## src/rtl/mdhr_pkg.sv

```systemverilog
// mdhr_pkg: types and constants shared by the motion detect / hold / rate block
// sample and result words, configuration registers, register indexes and reset values
// no dependencies
package mdhr_pkg;

	// register index codes on the configuration port
	localparam int unsigned CFG_INDEX_W = 3;
	localparam int unsigned CFG_DATA_W  = 16;

	localparam logic [CFG_INDEX_W-1:0] REG_ACCEL_THRESHOLD = 3'd0;
	localparam logic [CFG_INDEX_W-1:0] REG_GYRO_THRESHOLD  = 3'd1;
	localparam logic [CFG_INDEX_W-1:0] REG_HOLD_TICKS      = 3'd2;
	localparam logic [CFG_INDEX_W-1:0] REG_ACTIVE_RATE     = 3'd3;
	localparam logic [CFG_INDEX_W-1:0] REG_IDLE_RATE       = 3'd4;

	// register reset values
	localparam logic [14:0] ACCEL_THRESHOLD_RST = 15'd25;
	localparam logic [14:0] GYRO_THRESHOLD_RST  = 15'd10;
	localparam logic [14:0] HOLD_TICKS_RST      = 15'd60;
	localparam logic [15:0] ACTIVE_RATE_RST     = 16'd10;
	localparam logic [15:0] IDLE_RATE_RST       = 16'd100;

	// one sensor tick
	typedef struct packed {
		logic signed [15:0] accel_x;
		logic signed [15:0] accel_y;
		logic signed [15:0] accel_z;
		logic signed [15:0] gyro_x;
		logic signed [15:0] gyro_y;
		logic signed [15:0] gyro_z;
	} sample_t;

	// one result word
	typedef struct packed {
		logic        motion_seen;
		logic        active;
		logic        rate_change;
		logic [15:0] new_rate;
	} result_t;

	// accelerometer sample of the previous tick
	typedef struct packed {
		logic signed [15:0] x;
		logic signed [15:0] y;
		logic signed [15:0] z;
	} accel_vec_t;

	// configuration register set
	typedef struct packed {
		logic [14:0] accel_threshold;
		logic [14:0] gyro_threshold;
		logic [14:0] hold_ticks;
		logic [15:0] active_rate;
		logic [15:0] idle_rate;
	} cfg_t;

endpackage

```

## src/rtl/motion_detect_hold_rate.sv

```systemverilog
// motion_detect_hold_rate: top level of the motion detect / hold / rate block
// input register, configuration registers, detect and hold logic, result register
// depends on mdhr_pkg, mdhr_detect, mdhr_hold
//
// Takes one sensor tick per clock cycle when not stalled and gives one result per tick, in order.
// The tick is held in the input register, and its result loads into the result register
// when stage 1 advances, which a stall of the result register can hold off.
// Input stalls only while the result register holds a word that is not taken.
// The whole tick update (accel difference compares, gyro magnitude compares, hold
// counter and flag) is done combinationally between those registers, so a tick sees the
// state left by the tick before it. Configuration writes take effect for ticks
// processed afterwards and are expected only while no tick is in flight. No clearing
// pass after reset.
module motion_detect_hold_rate (
	input  logic                              clk,
	input  logic                              arst_n,
	input  logic                              cfg_we,
	input  logic [mdhr_pkg::CFG_INDEX_W-1:0]  cfg_index,
	input  logic [mdhr_pkg::CFG_DATA_W-1:0]   cfg_data,
	input  logic                              in_valid,
	output logic                              in_ready,
	input  mdhr_pkg::sample_t                 in_data,
	output logic                              out_valid,
	input  logic                              out_ready,
	output mdhr_pkg::result_t                 out_data
);
	import mdhr_pkg::*;

	cfg_t       cfg_q;
	sample_t    sample_s1;
	logic       valid_s1;
	result_t    out_q;
	logic       out_valid_q;

	logic       adv_s1;
	logic       motion;
	logic       active;
	accel_vec_t prev_accel;
	result_t    result;

	// configuration registers, masked to width
	always_ff @(posedge clk or negedge arst_n) begin
		if (!arst_n) begin
			cfg_q.accel_threshold <= ACCEL_THRESHOLD_RST;
			cfg_q.gyro_threshold  <= GYRO_THRESHOLD_RST;
			cfg_q.hold_ticks      <= HOLD_TICKS_RST;
			cfg_q.active_rate     <= ACTIVE_RATE_RST;
			cfg_q.idle_rate       <= IDLE_RATE_RST;
		end else if (cfg_we) begin
			case (cfg_index)
				REG_ACCEL_THRESHOLD: cfg_q.accel_threshold <= cfg_data[14:0];
				REG_GYRO_THRESHOLD:  cfg_q.gyro_threshold  <= cfg_data[14:0];
				REG_HOLD_TICKS:      cfg_q.hold_ticks      <= cfg_data[14:0];
				REG_ACTIVE_RATE:     cfg_q.active_rate     <= cfg_data;
				REG_IDLE_RATE:       cfg_q.idle_rate       <= cfg_data;
				default: ;
			endcase
		end
	end

	// handshake: stage 1 moves on when the result register is free or drains
	assign adv_s1   = valid_s1 && (!out_valid_q || out_ready);
	assign in_ready = !valid_s1 || adv_s1;

	// input register
	always_ff @(posedge clk or negedge arst_n) begin
		if (!arst_n) begin
			valid_s1 <= 1'b0;
		end else if (in_ready) begin
			valid_s1 <= in_valid;
		end
	end

	always_ff @(posedge clk) begin
		if (in_valid && in_ready) begin
			sample_s1 <= in_data;
		end
	end

	// threshold compare
	mdhr_detect u_detect (
		.sample     (sample_s1),
		.prev_accel (prev_accel),
		.cfg        (cfg_q),
		.motion     (motion)
	);

	// tick state and result
	mdhr_hold u_hold (
		.clk        (clk),
		.arst_n     (arst_n),
		.step       (adv_s1),
		.sample     (sample_s1),
		.motion     (motion),
		.cfg        (cfg_q),
		.prev_accel (prev_accel),
		.active     (active),
		.result     (result)
	);

	// result register
	always_ff @(posedge clk or negedge arst_n) begin
		if (!arst_n) begin
			out_valid_q <= 1'b0;
		end else if (!out_valid_q || out_ready) begin
			out_valid_q <= valid_s1;
		end
	end

	always_ff @(posedge clk) begin
		if (adv_s1) begin
			out_q <= result;
		end
	end

	assign out_valid = out_valid_q;
	assign out_data  = out_q;

	// a tick with motion always leaves the block active
	a_motion_active: assert property (@(posedge clk) disable iff (!arst_n)
		out_valid_q |-> (!out_q.motion_seen || out_q.active))
		else $error("motion seen without active flag");

	// rate change flag matches the flag transition of the same tick
	a_rate_change: assert property (@(posedge clk) disable iff (!arst_n)
		adv_s1 |=> (out_q.rate_change == (active != $past(active))))
		else $error("rate change does not match flag transition");

	// reported flag is the state the tick left behind
	a_flag_state: assert property (@(posedge clk) disable iff (!arst_n)
		adv_s1 |=> (out_q.active == active))
		else $error("result flag differs from held flag");

	// input held off only while stage 1 is occupied
	a_ready: assert property (@(posedge clk) disable iff (!arst_n)
		!in_ready |-> valid_s1)
		else $error("input stalled with empty stage");

endmodule

```

## src/rtl/mdhr_detect.sv

```systemverilog
// mdhr_detect: threshold compare for one sensor tick
// accel change against the previous tick, gyro magnitude against its threshold
// depends on mdhr_pkg
module mdhr_detect (
	input  mdhr_pkg::sample_t    sample,
	input  mdhr_pkg::accel_vec_t prev_accel,
	input  mdhr_pkg::cfg_t       cfg,
	output logic                 motion
);
	import mdhr_pkg::*;

	logic [16:0] accel_mag [3];
	logic [15:0] gyro_mag [3];
	logic [2:0]  accel_hit;
	logic [2:0]  gyro_hit;

	// 17-bit magnitude of a difference, no wrap
	function automatic logic [16:0] diff_mag(input logic signed [15:0] now_v,
			input logic signed [15:0] old_v);
		logic signed [16:0] d;
		d = {now_v[15], now_v} - {old_v[15], old_v};
		diff_mag = d[16] ? 17'(-d) : 17'(d);
	endfunction

	// 16-bit magnitude, -32768 gives 32768
	function automatic logic [15:0] abs16(input logic signed [15:0] v);
		abs16 = v[15] ? 16'(-v) : 16'(v);
	endfunction

	// per-axis magnitudes
	always_comb begin
		accel_mag[0] = diff_mag(sample.accel_x, prev_accel.x);
		accel_mag[1] = diff_mag(sample.accel_y, prev_accel.y);
		accel_mag[2] = diff_mag(sample.accel_z, prev_accel.z);
		gyro_mag[0]  = abs16(sample.gyro_x);
		gyro_mag[1]  = abs16(sample.gyro_y);
		gyro_mag[2]  = abs16(sample.gyro_z);
	end

	// threshold compares
	always_comb begin
		for (int i = 0; i < 3; i++) begin
			accel_hit[i] = accel_mag[i] > {2'b00, cfg.accel_threshold};
			gyro_hit[i]  = gyro_mag[i] > {1'b0, cfg.gyro_threshold};
		end
	end

	assign motion = (|accel_hit) | (|gyro_hit);

endmodule

```

## src/rtl/mdhr_hold.sv

```systemverilog
// mdhr_hold: tick state and result forming
// previous accel sample, hold counter and active flag, updated once per tick
// depends on mdhr_pkg
module mdhr_hold (
	input  logic                 clk,
	input  logic                 arst_n,
	input  logic                 step,
	input  mdhr_pkg::sample_t    sample,
	input  logic                 motion,
	input  mdhr_pkg::cfg_t       cfg,
	output mdhr_pkg::accel_vec_t prev_accel,
	output logic                 active,
	output mdhr_pkg::result_t    result
);
	import mdhr_pkg::*;

	accel_vec_t         prev_accel_q;
	logic signed [15:0] hold_count_q;
	logic               active_q;

	logic signed [15:0] hold_next;
	logic               active_next;

	// counter load on motion, else count down and stop at -1
	always_comb begin
		if (motion) begin
			hold_next   = {1'b0, cfg.hold_ticks};
			active_next = 1'b1;
		end else begin
			hold_next   = hold_count_q[15] ? hold_count_q : hold_count_q - 16'sd1;
			active_next = hold_next[15] ? 1'b0 : active_q;
		end
	end

	// state update when a tick is processed
	always_ff @(posedge clk or negedge arst_n) begin
		if (!arst_n) begin
			prev_accel_q <= '0;
			hold_count_q <= '0;
			active_q     <= 1'b0;
		end else if (step) begin
			prev_accel_q.x <= sample.accel_x;
			prev_accel_q.y <= sample.accel_y;
			prev_accel_q.z <= sample.accel_z;
			hold_count_q   <= hold_next;
			active_q       <= active_next;
		end
	end

	// result of the tick being processed
	always_comb begin
		result.motion_seen = motion;
		result.active      = active_next;
		result.rate_change = active_next ^ active_q;
		result.new_rate    = active_next ? cfg.active_rate : cfg.idle_rate;
	end

	assign prev_accel = prev_accel_q;
	assign active     = active_q;

endmodule
```

## config.mk

```make
export PLATFORM = sky130hd
export DESIGN_NAME = motion_detect_hold_rate
export DESIGN_NICKNAME = d
export VERILOG_FILES = /design/src/rtl/mdhr_pkg.sv /design/src/rtl/motion_detect_hold_rate.sv /design/src/rtl/mdhr_detect.sv /design/src/rtl/mdhr_hold.sv
export SDC_FILE = /design/constraint.sdc
export NUM_CORES = 1
export LEC_CHECK = 0
export BUFFER_PORTS_ARGS = -buffer_cell sky130_fd_sc_hd__buf_2
export CORE_MARGIN = 2
export CORE_UTILIZATION = 35
export DETAILED_ROUTE_END_ITERATION = 7
export PLACE_DENSITY = 0.53
export SKIP_CTS_REPAIR_TIMING = 1
export SYNTH_ARGS = -nofsm -noshare
export SYNTH_HDL_FRONTEND = slang
export SYNTH_SLANG_ARGS = --single-unit
```

## constraint.sdc

```tcl
create_clock -name clk -period 15.9 [get_ports clk]
set_input_delay 3.18 -clock clk [delete_from_list [all_inputs] [get_ports clk]]
set_output_delay 3.18 -clock clk [all_outputs]
set_load 0.01 [all_outputs]
```

# Word-level counts from Yosys, hierarchy flattened
# Cells that the tools add are included.
[word_totals]
elab_cells = 72
register_bits = 259
[classes]
n_reduce_logical = 15
order_cmp = 6
add_sub_neg = 10
muxes = 11
n_eq_ne = 5
n_bitwise = 2
[op_table]
columns = ["operator", "count"]
rows = [
  ["$mux W16", 6],
  ["$gt A17 B15 Y1", 3],
  ["$mux W17", 3],
  ["$neg A17 Y17", 3],
  ["$sub A16 B16 Y17", 3],
  ["$gt A16 B15 Y1", 3],
  ["$neg A16 Y16", 3],
  ["$sub A16 B2 Y16 const B", 1],
  ["$reduce_and A2 Y1", 6],
  ["$eq A3 B2 Y1 const B", 2],
  ["$reduce_or A3 Y1", 2],
  ["$eq A3 B1 Y1 const B", 1],
  ["$eq A3 B3 Y1 const B", 1],
  ["$logic_not A3 Y1", 1],
  ["$logic_and A1 B1 Y1", 2],
  ["$logic_not A1 Y1", 2],
  ["$logic_or A1 B1 Y1", 2],
  ["$mux W1", 2],
  ["$ne A2 B2 Y1 const B", 1],
  ["$or A1 B1 Y1", 1],
  ["$xor A1 B1 Y1", 1],
]

# Longest topological paths before layout
# Gate-level depths: netlist of run 1.
[logic_depth]
ltp_word = 8
mapped_depth = 27
mapped_depth_nobuf = 24

# Cells and area by module
# A second synthesis of run 1 with hierarchy kept.
[unflattened]
hier_cells = 1457
area_unflattened_um2 = 16191.8
[by_module_without_submodules]
columns = ["mod", "seq_area_each_um2", "area_per_inst_um2", "instances", "cells_per_inst"]
rows = [
  ["motion_detect_hold_rate", 5447.7, 6655.1, 1, 290],
  ["mdhr_detect", 0.0, 6172.2, 1, 853],
  ["mdhr_hold", 1626.6, 3364.5, 1, 314],
]

# Worst setup path before layout of run 1
# No wires, ideal clock.
[synth_path]
path_kind = "input to output"
start = "input port out_ready"
end = "output port in_ready"
cell_stages = 1
path_buffers = 0
setup_slack_ps = 9331
arrival_ps = 3389
cell_sequence = "nand3b_1"
[synth_via]
elab_chain_cells = 3
[synth_rtl]
columns = ["item", "line", "source"]
rows = [
  ["from (decl)", "motion_detect_hold_rate.sv:24", "input logic out_ready,"],
  ["$logic_or A1 B1 Y1", "motion_detect_hold_rate.sv:62", "assign adv_s1 = valid_s1 && (!out_valid_q || out_ready);"],
  ["$logic_and A1 B1 Y1", "motion_detect_hold_rate.sv:62", ""],
  ["$logic_or A1 B1 Y1", "motion_detect_hold_rate.sv:63", "assign in_ready = !valid_s1 || adv_s1;"],
  ["to (decl)", "motion_detect_hold_rate.sv:21", "output logic in_ready,"],
]
# No other way between the ends.

==> flow_summary_export.csv, run 1 <==
group,metric,value,unit
status,status,"complete, no violations",
global_routing,grt_overflow_total,0,
global_routing,antenna_found_initial,0,
global_routing,grt_usage,16.68,%
setup_path,worstSetupEndpointType,"register",
cts,cts_tree,"done",
cts,cts.path.max_buffers,3,
setup_path,path_cells,"inv_1, ha_1, fa_1, and2b_1, o221a_2, o21ai_2, a31oi_1, and2_1, o31ai_1, o31ai_1, xor2_1, ha_1, nand2_1, nor2_1, a2111oi_0, nor2_1, a211oi_1, a31oi_1, nor4_1, nand4bb_1, or4b_1, buf_4, a21oi_4, mux2_2",
drt,routed_via_density,5.152,
pwr,p_leak,7.830,nW
yosys,synth_top_area_cell,"edfxtp_1",
yosys,ys_ff_latch,259,
yosys,synth_edf_count,115,
sta,slew_headroom,29.45,%
die,core,46260,sq um
finish,multi_input_area,8569,sq um
sta,max_freq,142.1,MHz
sta,finalCriticalPeriod,7.036,ns
cts,cts_made_buffers,34,
setup_path,cp_top_family,"compound AO/OA/AOI/OAI gates",
placement,place.gp.congestion,0.8219,
setup_path,start_kind,"register",
yosys,syn_area,16290,sq um
drt,postRouteAntennaNets,0,
drt,drc,0,
sta,slew_viol_final,0,
cts,clk_pin_slew,0.06,ns
pwr,p_clk_share,29.4,%
setup_path,worstPathArrival,7.31,ns
finish,final_common_cell,"nand2_1",
yosys,synth-async-reset-ratio,55.60,%
finish,regArea,7074,sq um
placement,port-buffer-count,140,
die,die_height,219.7,um
yosys,syn-num-nets,1873,
worst_hold_path,worstHoldStart,"u_hold.prev_accel[0]",
setup_path,slowest_delay,0.81,ns
placement,dp_hpwl,29260,um
setup_path,required,16.18,ns
pwr,switching_share,34.86,%
pwr,seqPwrFrac,33.6,%
sta,tns,0,ns
pwr,p_sw,897.3,uW
drt,drt_iter0_drc,782,
finish,layout_common_cells,"nand2_1 (172), o21ai_0 (145), ha_1 (145), buf_2 (139), dfrtp_1 (130)",
sta,finalHoldViolCount,0,
yosys,synthCells,1605,
cts,cts_root_buffer,"clkbuf_16",
setup_path,crit_type,"reg2reg",
global_routing,grt_start_max_net_pins,104,
yosys,yosysWarnings,0,
yosys,ys_top_cells_by_area,"edfxtp_1 (21%), dfrtp_1 (20%), ha_1 (11%)",
pwr,power.density,137.5,nW/um^2
sta,worst_slew_pin_slew,1.058,ns
die,io_pins,141,
run,maxCapViolCount,0,
sta,finalSetupViolations,0,
cts,worstSkewPairLatency,0.55,ns
die,initial_utilization,35.21,%
yosys,synth-seq-area-share,43.44,%
sta,rsz0062_at_grt,"false",
sta,fin_skew,0.02256,ns
pwr,power_frac_comb,37.0,%
setup_path,timing.rr.start,"sample_s1[80]",
finish,area_growth_syn_to_layout,14.94,%
global_routing,grt_pass1_vias,11970,
setup_path,reg2reg_slack,8.86,ns
yosys,syn_area_per_cell,10.15,sq um
die,row_count,79,
global_routing,grt_pass1_wl,63690,um
yosys,synth_flop_cell,"dfrtp_1",
cts,clock-sinks,259,
setup_path,cp-startpoint,"sample_s1[80]",
sta,finalCritPeriodShare,44.25,%
pwr,power.total,2.574,mW
setup_path,crit_path_top_delay_cell,"o31ai_1",
setup_path,worstPathBufferInverterCount,2,
pwr,irDropWorstVdd,0.0001121,V
setup_path,cp_max_fo,32,
finish,fillers,4619,
worst_hold_path,hp-class,"reg2reg",
drt,wl_per_cell,16.74,um
drt,firstDrtPassIters,5,
finish,layout-drive-gt1-share,17.98,%
drt,via_count,12240,
pwr,intPower,1.677,mW
finish,antenna_cells,0,
yosys,yosysTopAreaCellShare,21.20,%
cts,cts-htree-levels,2,
yosys,synth_cell_types,96,
die,die-area,48270,sq um
drt,wl,39780,um
die,dieWidth,219.7,um
finish,nets,2011,
kinds of logic (layout without fill, tap and decap cells):
group,Yosys count,after routing,synth area share (%)
XOR/XNOR,103,103,5.539
adder cells (fa/ha/maj),148,148,11.51
flip-flops,259,259,43.44
AO/OA/AOI/OAI,400,400,16.21
multiplexers,78,78,5.509
buffers and inverters,164,328,4.018
AND/OR/NAND/NOR,453,453,13.78
worst register-to-register path: cells and delay by family (launching register included):
kind,cells,cell delay (ns)
buf+inv,2,0.35
fa+ha+maj,3,0.75
compound gates,9,2.97
xor+xnor,1,0.19
flops,1,0.35
mux,1,0.41
simple gates,8,1.75
synthesized netlist by cell type (7+ instances only):
master / number
a211o_1: 11
a211oi_1: 12
a21o_1: 18
a21oi_1: 65
a22oi_1: 8
a31oi_1: 12
and2_1: 10
and3_1: 11
buf_2: 12
clkbuf_1: 33
dfrtp_1: 130
dfstp_2: 14
edfxtp_1: 115
ha_1: 145
inv_1: 115
mux2_2: 57
mux2_4: 9
mux2i_1: 12
nand2_1: 172
nand2b_1: 18
nand3_1: 21
nand4_1: 23
nor2_1: 79
nor2b_1: 21
nor3_1: 24
nor4_1: 11
o2111ai_1: 7
o211ai_1: 13
o21a_1: 16
o21ai_0: 145
o31ai_1: 17
or2_2: 7
or3_1: 18
or4_1: 9
xnor2_1: 85
xor2_1: 18
power by group through the flow:
stage	Sequential (mW)	Clock [mW]	Combinational (mW)
floorplan	0.862	0	0.720
global placement	0.875	0	0.921
detailed placement	0.877	0	0.949
CTS	0.865	0.784	0.955
global route	0.877	0.808	1.08
finish	0.865	0.758	0.952
through the flow:
step	setup slack [ns]	util (%)	std cells	instance area [sq um]	hold WS, ns
3_5_place_dp	8.865	38.09	2314	17620	0.4797
4_1_cts	8.840	40.46	2376	18720	0.4978
6_report	8.864	40.46	2376	18720	0.4924
5_1_grt	8.176	40.46	2376	18720	0.5141
2_1_floorplan	9.331	-	1605	16290	0.4538
3_3_place_gp	9.113	38.09	2314	17620	0.4700
routing by layer:
metal / track usage, % / up-vias / routed length, um
li1: - / 6132 / -
met1: 22.58 / 5825 / 18810
met2: 27.42 / 218 / 18410
met3: 2.374 / 67 / 1459
met4: 5.503 / 0 / 1107
met5: 0 / - / 0
layout make-up:
| type | count | area share [%] |
|---|---|---|
| timing repair buffer | 149 | 4.138 |
| inverter | 117 | 2.360 |
| multi-input combinational | 1182 | 45.78 |
| sequential | 259 | 37.79 |
| clock buffer | 41 | 4.686 |
| clock inverter | 21 | 1.183 |
| tap | 607 | 4.057 |
final timing paths:
check | cells past startpoint | to
max | 24 | out_data[5]
min | 2 | u_hold.prev_accel[0]
max reg2reg | 24 | out_data[5]
min reg2reg | 2 | u_hold.prev_accel[0]
max in group asynchronous | 2 | u_hold.prev_accel[7]
min in group asynchronous | 1 | u_hold.prev_accel[30]
registers in the layout (all words and copies together), names as in the netlist:
register / count
sample_s1: 96
cfg_q: 77
u_hold.prev_accel: 48
out_data: 19
u_hold.hold_count_q: 16
out_valid: 1
u_hold.active: 1
valid_s1: 1
Note: power is estimated with default switching activity, not from simulation.
==> run 2, diff against run 1 <==
--- a/config.mk
+++ b/config.mk
@@ -9,7 +9,7 @@
 export CORE_MARGIN = 2
 export CORE_UTILIZATION = 35
 export DETAILED_ROUTE_END_ITERATION = 7
-export PLACE_DENSITY = 0.53
+export PLACE_DENSITY = 0.54
 export SKIP_CTS_REPAIR_TIMING = 1
 export SYNTH_ARGS = -nofsm -noshare
 export SYNTH_HDL_FRONTEND = slang
==> constraint.sdc (replaced) <==
create_clock -name clk -period 6.2 [get_ports clk]
set_input_delay 1.24 -clock clk [delete_from_list [all_inputs] [get_ports clk]]
set_output_delay 1.24 -clock clk [all_outputs]
set_load 0.01 [all_outputs]
==> flow_summary_export.csv, run 2 (synthesis results as in run 1) <==
group,metric,value,unit
status,status,"complete, no violations",
cts,cts_made_buffers,34,
pwr,power.density,352.0,nW/um^2
sta,finalHoldViolCount,0,
global_routing,met2_usage,27.42,%
die,die-area,48270,sq um
cts,clock-sinks,259,
drt,postRouteAntennaNets,0,
drt,drc,0,
cts,cts.path.max_buffers,3,
setup_path,crit_top_cell,"or4_4",
drt,wl_per_cell,16.71,um
global_routing,busiest_layer,"met2",
finish,layout_common_cells,"nand2_1 (172), o21ai_0 (144), ha_1 (142), buf_2 (139), dfrtp_1 (130)",
placement,place.gp.congestion,0.8840,
finish,regMostFlops,"sample_s1",
finish,area_growth_syn_to_layout,17.41,%
sta,worst_slew_pin_slew,1.004,ns
finish,largest_reg_flops,96,
global_routing,grt_pass1_wl,64420,um
die,initial_utilization,35.21,%
drt,firstDrtPassIters,5,
run,maxCapViolCount,0,
cts,cts_root_buffer,"clkbuf_16",
pwr,p_leak,7.996,nW
sta,rsz0062_at_grt,"true",
sta,holdWs,0.4941,ns
cts,clk_pin_slew,0.06,ns
setup_path,crit_type,"reg2reg",
cts,cts-htree-levels,2,
finish,nets,2033,
cts,cts_tree,"done",
drt,via_count,12240,
sta,finalSetupViolations,0,
die,row_count,79,
setup_path,worstSetupEndpointType,"register",
cts,worstSkewPairLatency,0.56,ns
sta,finalCriticalPeriod,6.044,ns
global_routing,grt_pass1_vias,12260,
setup_path,crit_path_top_delay_cell,"or4b_4",
die,die_height,219.7,um
drt,drt_iter0_drc,613,
die,core,46260,sq um
sta,max_freq,165.5,MHz
global_routing,grt_start_max_net_pins,75,
finish,final_util,41.33,%
setup_path,path_cells,"ha_4, fa_2, nor2b_4, o2111ai_2, a31o_2, a221oi_2, nor2_1, or4_4, nor3_4, nor2_2, xor2_1, ha_1, nand4_1, or4_4, o221ai_2, nand3_1, nor4_2, nand4bb_1, or4b_4, a21oi_4, buf_12, mux2_2",
sta,slew_headroom,32.90,%
placement,dp_hpwl,29370,um
setup_path,cp_max_fo,9,
sta,finalCritPeriodShare,97.48,%
pwr,irDropWorstVdd,0.0002017,V
setup_path,worstPathArrival,6.33,ns
global_routing,grt_usage,16.85,%
placement,port-buffer-count,140,
global_routing,grt_overflow_total,0,
finish,layout-drive-gt1-share,20.94,%
sta,fin_skew,0.02962,ns
drt,wl,40110,um
worst_hold_path,hp-class,"reg2reg",
global_routing,antenna_found_initial,2,
setup_path,start_kind,"register",
finish,fillers,4523,
setup_path,slowest_delay,0.58,ns
global_routing,grt.met3_usage,2.788,%
die,io_pins,141,
global_routing,grt_use_met1,22.81,%
setup_path,required,6.49,ns
die,dieWidth,219.7,um
finish,final_common_cell,"nand2_1",
sta,slew_viol_final,0,
drt,routed_via_density,5.100,
==> run 2: area by class of cell <==
class	count	area, sq um	share of cell area, %
clock inverter	18	190.2	0.9946
multi-input combinational	1182	8782	45.93
timing repair buffer	171	969.7	5.071
sequential	259	7074	37.00
inverter	117	441.7	2.310
tap	607	759.5	3.972
antenna	2	5.005	0.02617
clock buffer	44	898.4	4.698
==> run 2: worst max-delay path, delay by kind of cell, from the launching register on <==
| kind | cells | cell delay, ns |
|---|---|---|
| AND/OR/NAND/NOR | 11 | 2.88 |
| AO/OA/AOI/OAI | 5 | 0.98 |
| multiplexers | 1 | 0.34 |
| buffers and inverters | 1 | 0.18 |
| adder cells (fa/ha/maj) | 3 | 0.86 |
| XOR/XNOR | 1 | 0.15 |
| flip-flops | 1 | 0.40 |
==> run 2: per-layer routing <==
layer | part of all wire [%] | wire length (um) | up-vias
met4 | 2.8 | 1139 | 0
li1 | - | - | 6179
met2 | 46 | 18320 | 200
met3 | 3.8 | 1517 | 58
met5 | 0 | 0 | -
met1 | 48 | 19130 | 5802
==> run 2: final timing paths <==
kind                                  startpoint                    to  depth (start not counted)  slack (ns)
max                        u_hold.prev_accel[16]           out_data[0]                         22        0.16
min                                sample_s1[55]  u_hold.prev_accel[7]                          2        0.49
max reg2reg                u_hold.prev_accel[16]           out_data[0]                         22        0.16
min reg2reg                        sample_s1[55]  u_hold.prev_accel[7]                          2        0.49
max in group asynchronous                 arst_n  u_hold.prev_accel[4]                          2        4.34
min in group asynchronous                 arst_n              valid_s1                          1        0.69
==> run 2: report_power, final <==
group / switching, mW / internal, mW
registers: 0.143 / 2.08
clock network: 0.776 / 1.16
logic: 1.46 / 1.12
total: 2.38 / 4.35
==> run 2: through the flow <==
| step | cells | TNS, ns | cell area (sq um) | total power, mW | setup WS [ns] |
|---|---|---|---|---|---|
| floorplan | 1605 | 0 | 16290 | 4.057 | 0.3654 |
| global placement | 2329 | 0 | 17750 | 4.636 | 0.1762 |
| detailed placement | 2329 | -1.035 | 17750 | 4.713 | -0.08576 |
| CTS | 2391 | -1.135 | 18840 | 6.702 | -0.1007 |
| global route | 2400 | -0.07661 | 19120 | 7.233 | -0.01735 |
| finish | 2400 | 0 | 19120 | 6.731 | 0.1563 |
==> run 3, diff against run 2 <==
--- a/config.mk
+++ b/config.mk
@@ -6,10 +6,10 @@
 export NUM_CORES = 1
 export LEC_CHECK = 0
 export BUFFER_PORTS_ARGS = -buffer_cell sky130_fd_sc_hd__buf_2
-export CORE_MARGIN = 2
+export CORE_MARGIN = 5
 export CORE_UTILIZATION = 35
 export DETAILED_ROUTE_END_ITERATION = 7
-export PLACE_DENSITY = 0.54
+export PLACE_DENSITY_LB_ADDON = 0.15
 export SKIP_CTS_REPAIR_TIMING = 1
 export SYNTH_ARGS = -nofsm -noshare
 export SYNTH_HDL_FRONTEND = slang
==> flow_summary_export.csv, run 3 (synthesis results as in run 1) <==
group,metric,value,unit
die,die-area,50950,sq um
drt,met1_length,19410,um
finish,largest_reg_flops,96,
drt,dr_wl_met2,18890,um
setup_path,crit_type,"reg2reg",
finish,layout_common_cells,"nand2_1 (172), ha_1 (142), o21ai_0 (141), buf_2 (139), dfrtp_1 (130)",
setup_path,cp_max_fo,4,
finish,regMostFlops,"sample_s1",
setup_path,path_cells,"ha_4, fa_2, nor2b_4, o2111ai_2, a31o_2, a221oi_2, nor2_1, or4_4, nor3_4, a21o_1, xnor2_1, ha_1, nand3_1, or4_1, o221ai_2, nand3_1, nor4_2, nand4bb_1, or4b_4, a21oi_4, clkbuf_16, mux2_2",
setup_path,timing.rr.start,"u_hold.prev_accel[16]",
sta,holdWs,0.4880,ns
placement,place.gp.congestion,0.8442,
setup_path,worstPathBufferInverterCount,1,
worst_hold_path,worstHoldStart,"sample_s1[51]",
setup_path,start_kind,"register",
global_routing,grt_overflow_total,0,
die,row_count,79,
placement,post-place-cells,2336,
drt,wl_per_cell,16.95,um
setup_path,worstSetupEndpointType,"register",
status,status,"complete, no violations",
sta,worst_slew_pin_slew,0.9063,ns
finish,layout-drive-gt1-share,21.08,%
drt,postRouteAntennaNets,0,
sta,max_freq,162.7,MHz
drt,wl,40690,um
finish,multi_input_area,8772,sq um
die,die_height,225.7,um
setup_path,crit_top_cell,"nand3_1",
cts,cts-htree-levels,2,
placement,dp_slack,-0.03876,ns
placement,dp_hpwl,30030,um
cts,cts_made_buffers,34,
global_routing,antenna_found_initial,2,
die,dieWidth,225.7,um
drt,via_count,12360,
sta,fin_ws,0.05250,ns
sta,slew_headroom,39.41,%
cts,cts_root_buffer,"clkbuf_16",
worst_hold_path,hp-class,"reg2reg",
finish,regArea,7074,sq um
pwr,power.total,6.693,mW
sta,rsz0062_at_grt,"true",
setup_path,worstPathArrival,6.43,ns
setup_path,slowest_delay,0.59,ns
finish,fillers,4529,
setup_path,reg2regPathDepth,22,
worst_hold_path,holdPathStages,2,
cts,clock-sinks,259,
drt,highest-signal-layer,"met5",
sta,finalSetupViolations,0,
setup_path,cp_top_family,"simple AND/OR/NAND/NOR gates",
drt,met3WireLength,1469,um
drt,firstDrtPassIters,5,
cts,worstSkewPairLatency,0.54,ns
finish,final_cells,2401,
sta,finalCriticalPeriod,6.148,ns
finish,final_common_cell,"nand2_1",
drt,drt_iter0_drc,622,
global_routing,grt_pass1_vias,12290,
pwr,p_leak,8.026,nW
setup_path,r2r-end,"out_data[4]",
sta,finalCritPeriodShare,99.15,%
global_routing,grt_pass1_wl,65020,um
die,core,46260,sq um
worst_hold_path,hold_end,"u_hold.prev_accel[3]",
die,initial_utilization,35.21,%
cts,cts.path.max_buffers,3,
die,io_pins,141,
cts,clk_pin_slew,0.06,ns
finish,area_growth_syn_to_layout,17.61,%
placement,port-buffer-count,140,
drt,routed_via_density,5.150,
pwr,power.density,349.4,nW/um^2
setup_path,crit_path_top_delay_cell,"or4b_4",
drt,drc,0,
pwr,irDropWorstVdd,0.0002004,V
setup_path,reg2reg_slack,0.05,ns
cts,cts_tree,"done",
sta,finalHoldViolCount,0,
sta,fin_skew,0.02231,ns
setup_path,required,6.48,ns
global_routing,grt_usage,15.71,%
run,maxCapViolCount,0,
global_routing,grt_start_max_net_pins,79,
finish,nets,2037,
sta,tns,0,ns
sta,slew_viol_final,0,
## run 3: changes by cell type in the layout (fill, tap and decap cells not counted), moves of 2 or more
cell and change:
o21ai_0 -3, buf_4 +3, clkbuf_16 +2, o21ai_1 +3
clkbuf_1 -4, clkbuf_8 +5, bufinv_16 -2, inv_6 -2
## run 3: layout make-up
cell class / instances / area share, %
antenna: 1 / 0.01307
clock buffer: 46 / 5.102
clock inverter: 14 / 0.5683
inverter: 117 / 2.306
multi-input combinational: 1182 / 45.80
sequential: 259 / 36.93
tap: 607 / 3.965
timing repair buffer: 175 / 5.311
## run 3: worst max-delay path by stage
| stage | startpoint | to | slack [ns] | cells after the start |
|---|---|---|---|---|
| global route | sample_s1[48] | out_data[11] | -0.17 | 25 |
| CTS | u_hold.prev_accel[32] | out_data[2] | -0.06 | 22 |
| detailed placement | u_hold.prev_accel[16] | out_data[2] | -0.04 | 22 |
| global placement | sample_s1[64] | out_data[2] | 0.17 | 23 |
| floorplan | u_hold.prev_accel[16] | out_data[10] | 0.37 | 23 |
| finish | u_hold.prev_accel[16] | out_data[4] | 0.05 | 22 |
## run 3: worst min-delay path, stage by stage, from the launching register on
cell and delay (ns):
edfxtp_1 0.35, nand2_1 0.05, o21ai_0 0.06
## run 3: report_power, final
| part | internal (mW) | total (mW) | leakage [nW] | switching (mW) |
|---|---|---|---|---|
| combinational | 1.12 | 2.58 | 4.67 | 1.46 |
| sequential | 2.08 | 2.21 | 2.82 | 0.136 |
| clock | 1.15 | 1.90 | 0.538 | 0.755 |
## run 3: per-layer routing
layer	GRT usage, %	vias to the layer above
met5	0	-
met4	4.139	2
met3	3.029	60
met2	25.47	192
met1	21.70	5925
li1	-	6185
## run 3: through the flow
stage,util (%),area (sq um)
final,41.40,19150
after global routing,41.40,19150
after CTS,40.83,18890
after detailed placement,38.49,17800
after global placement,38.49,17800
after floorplan,-,16290
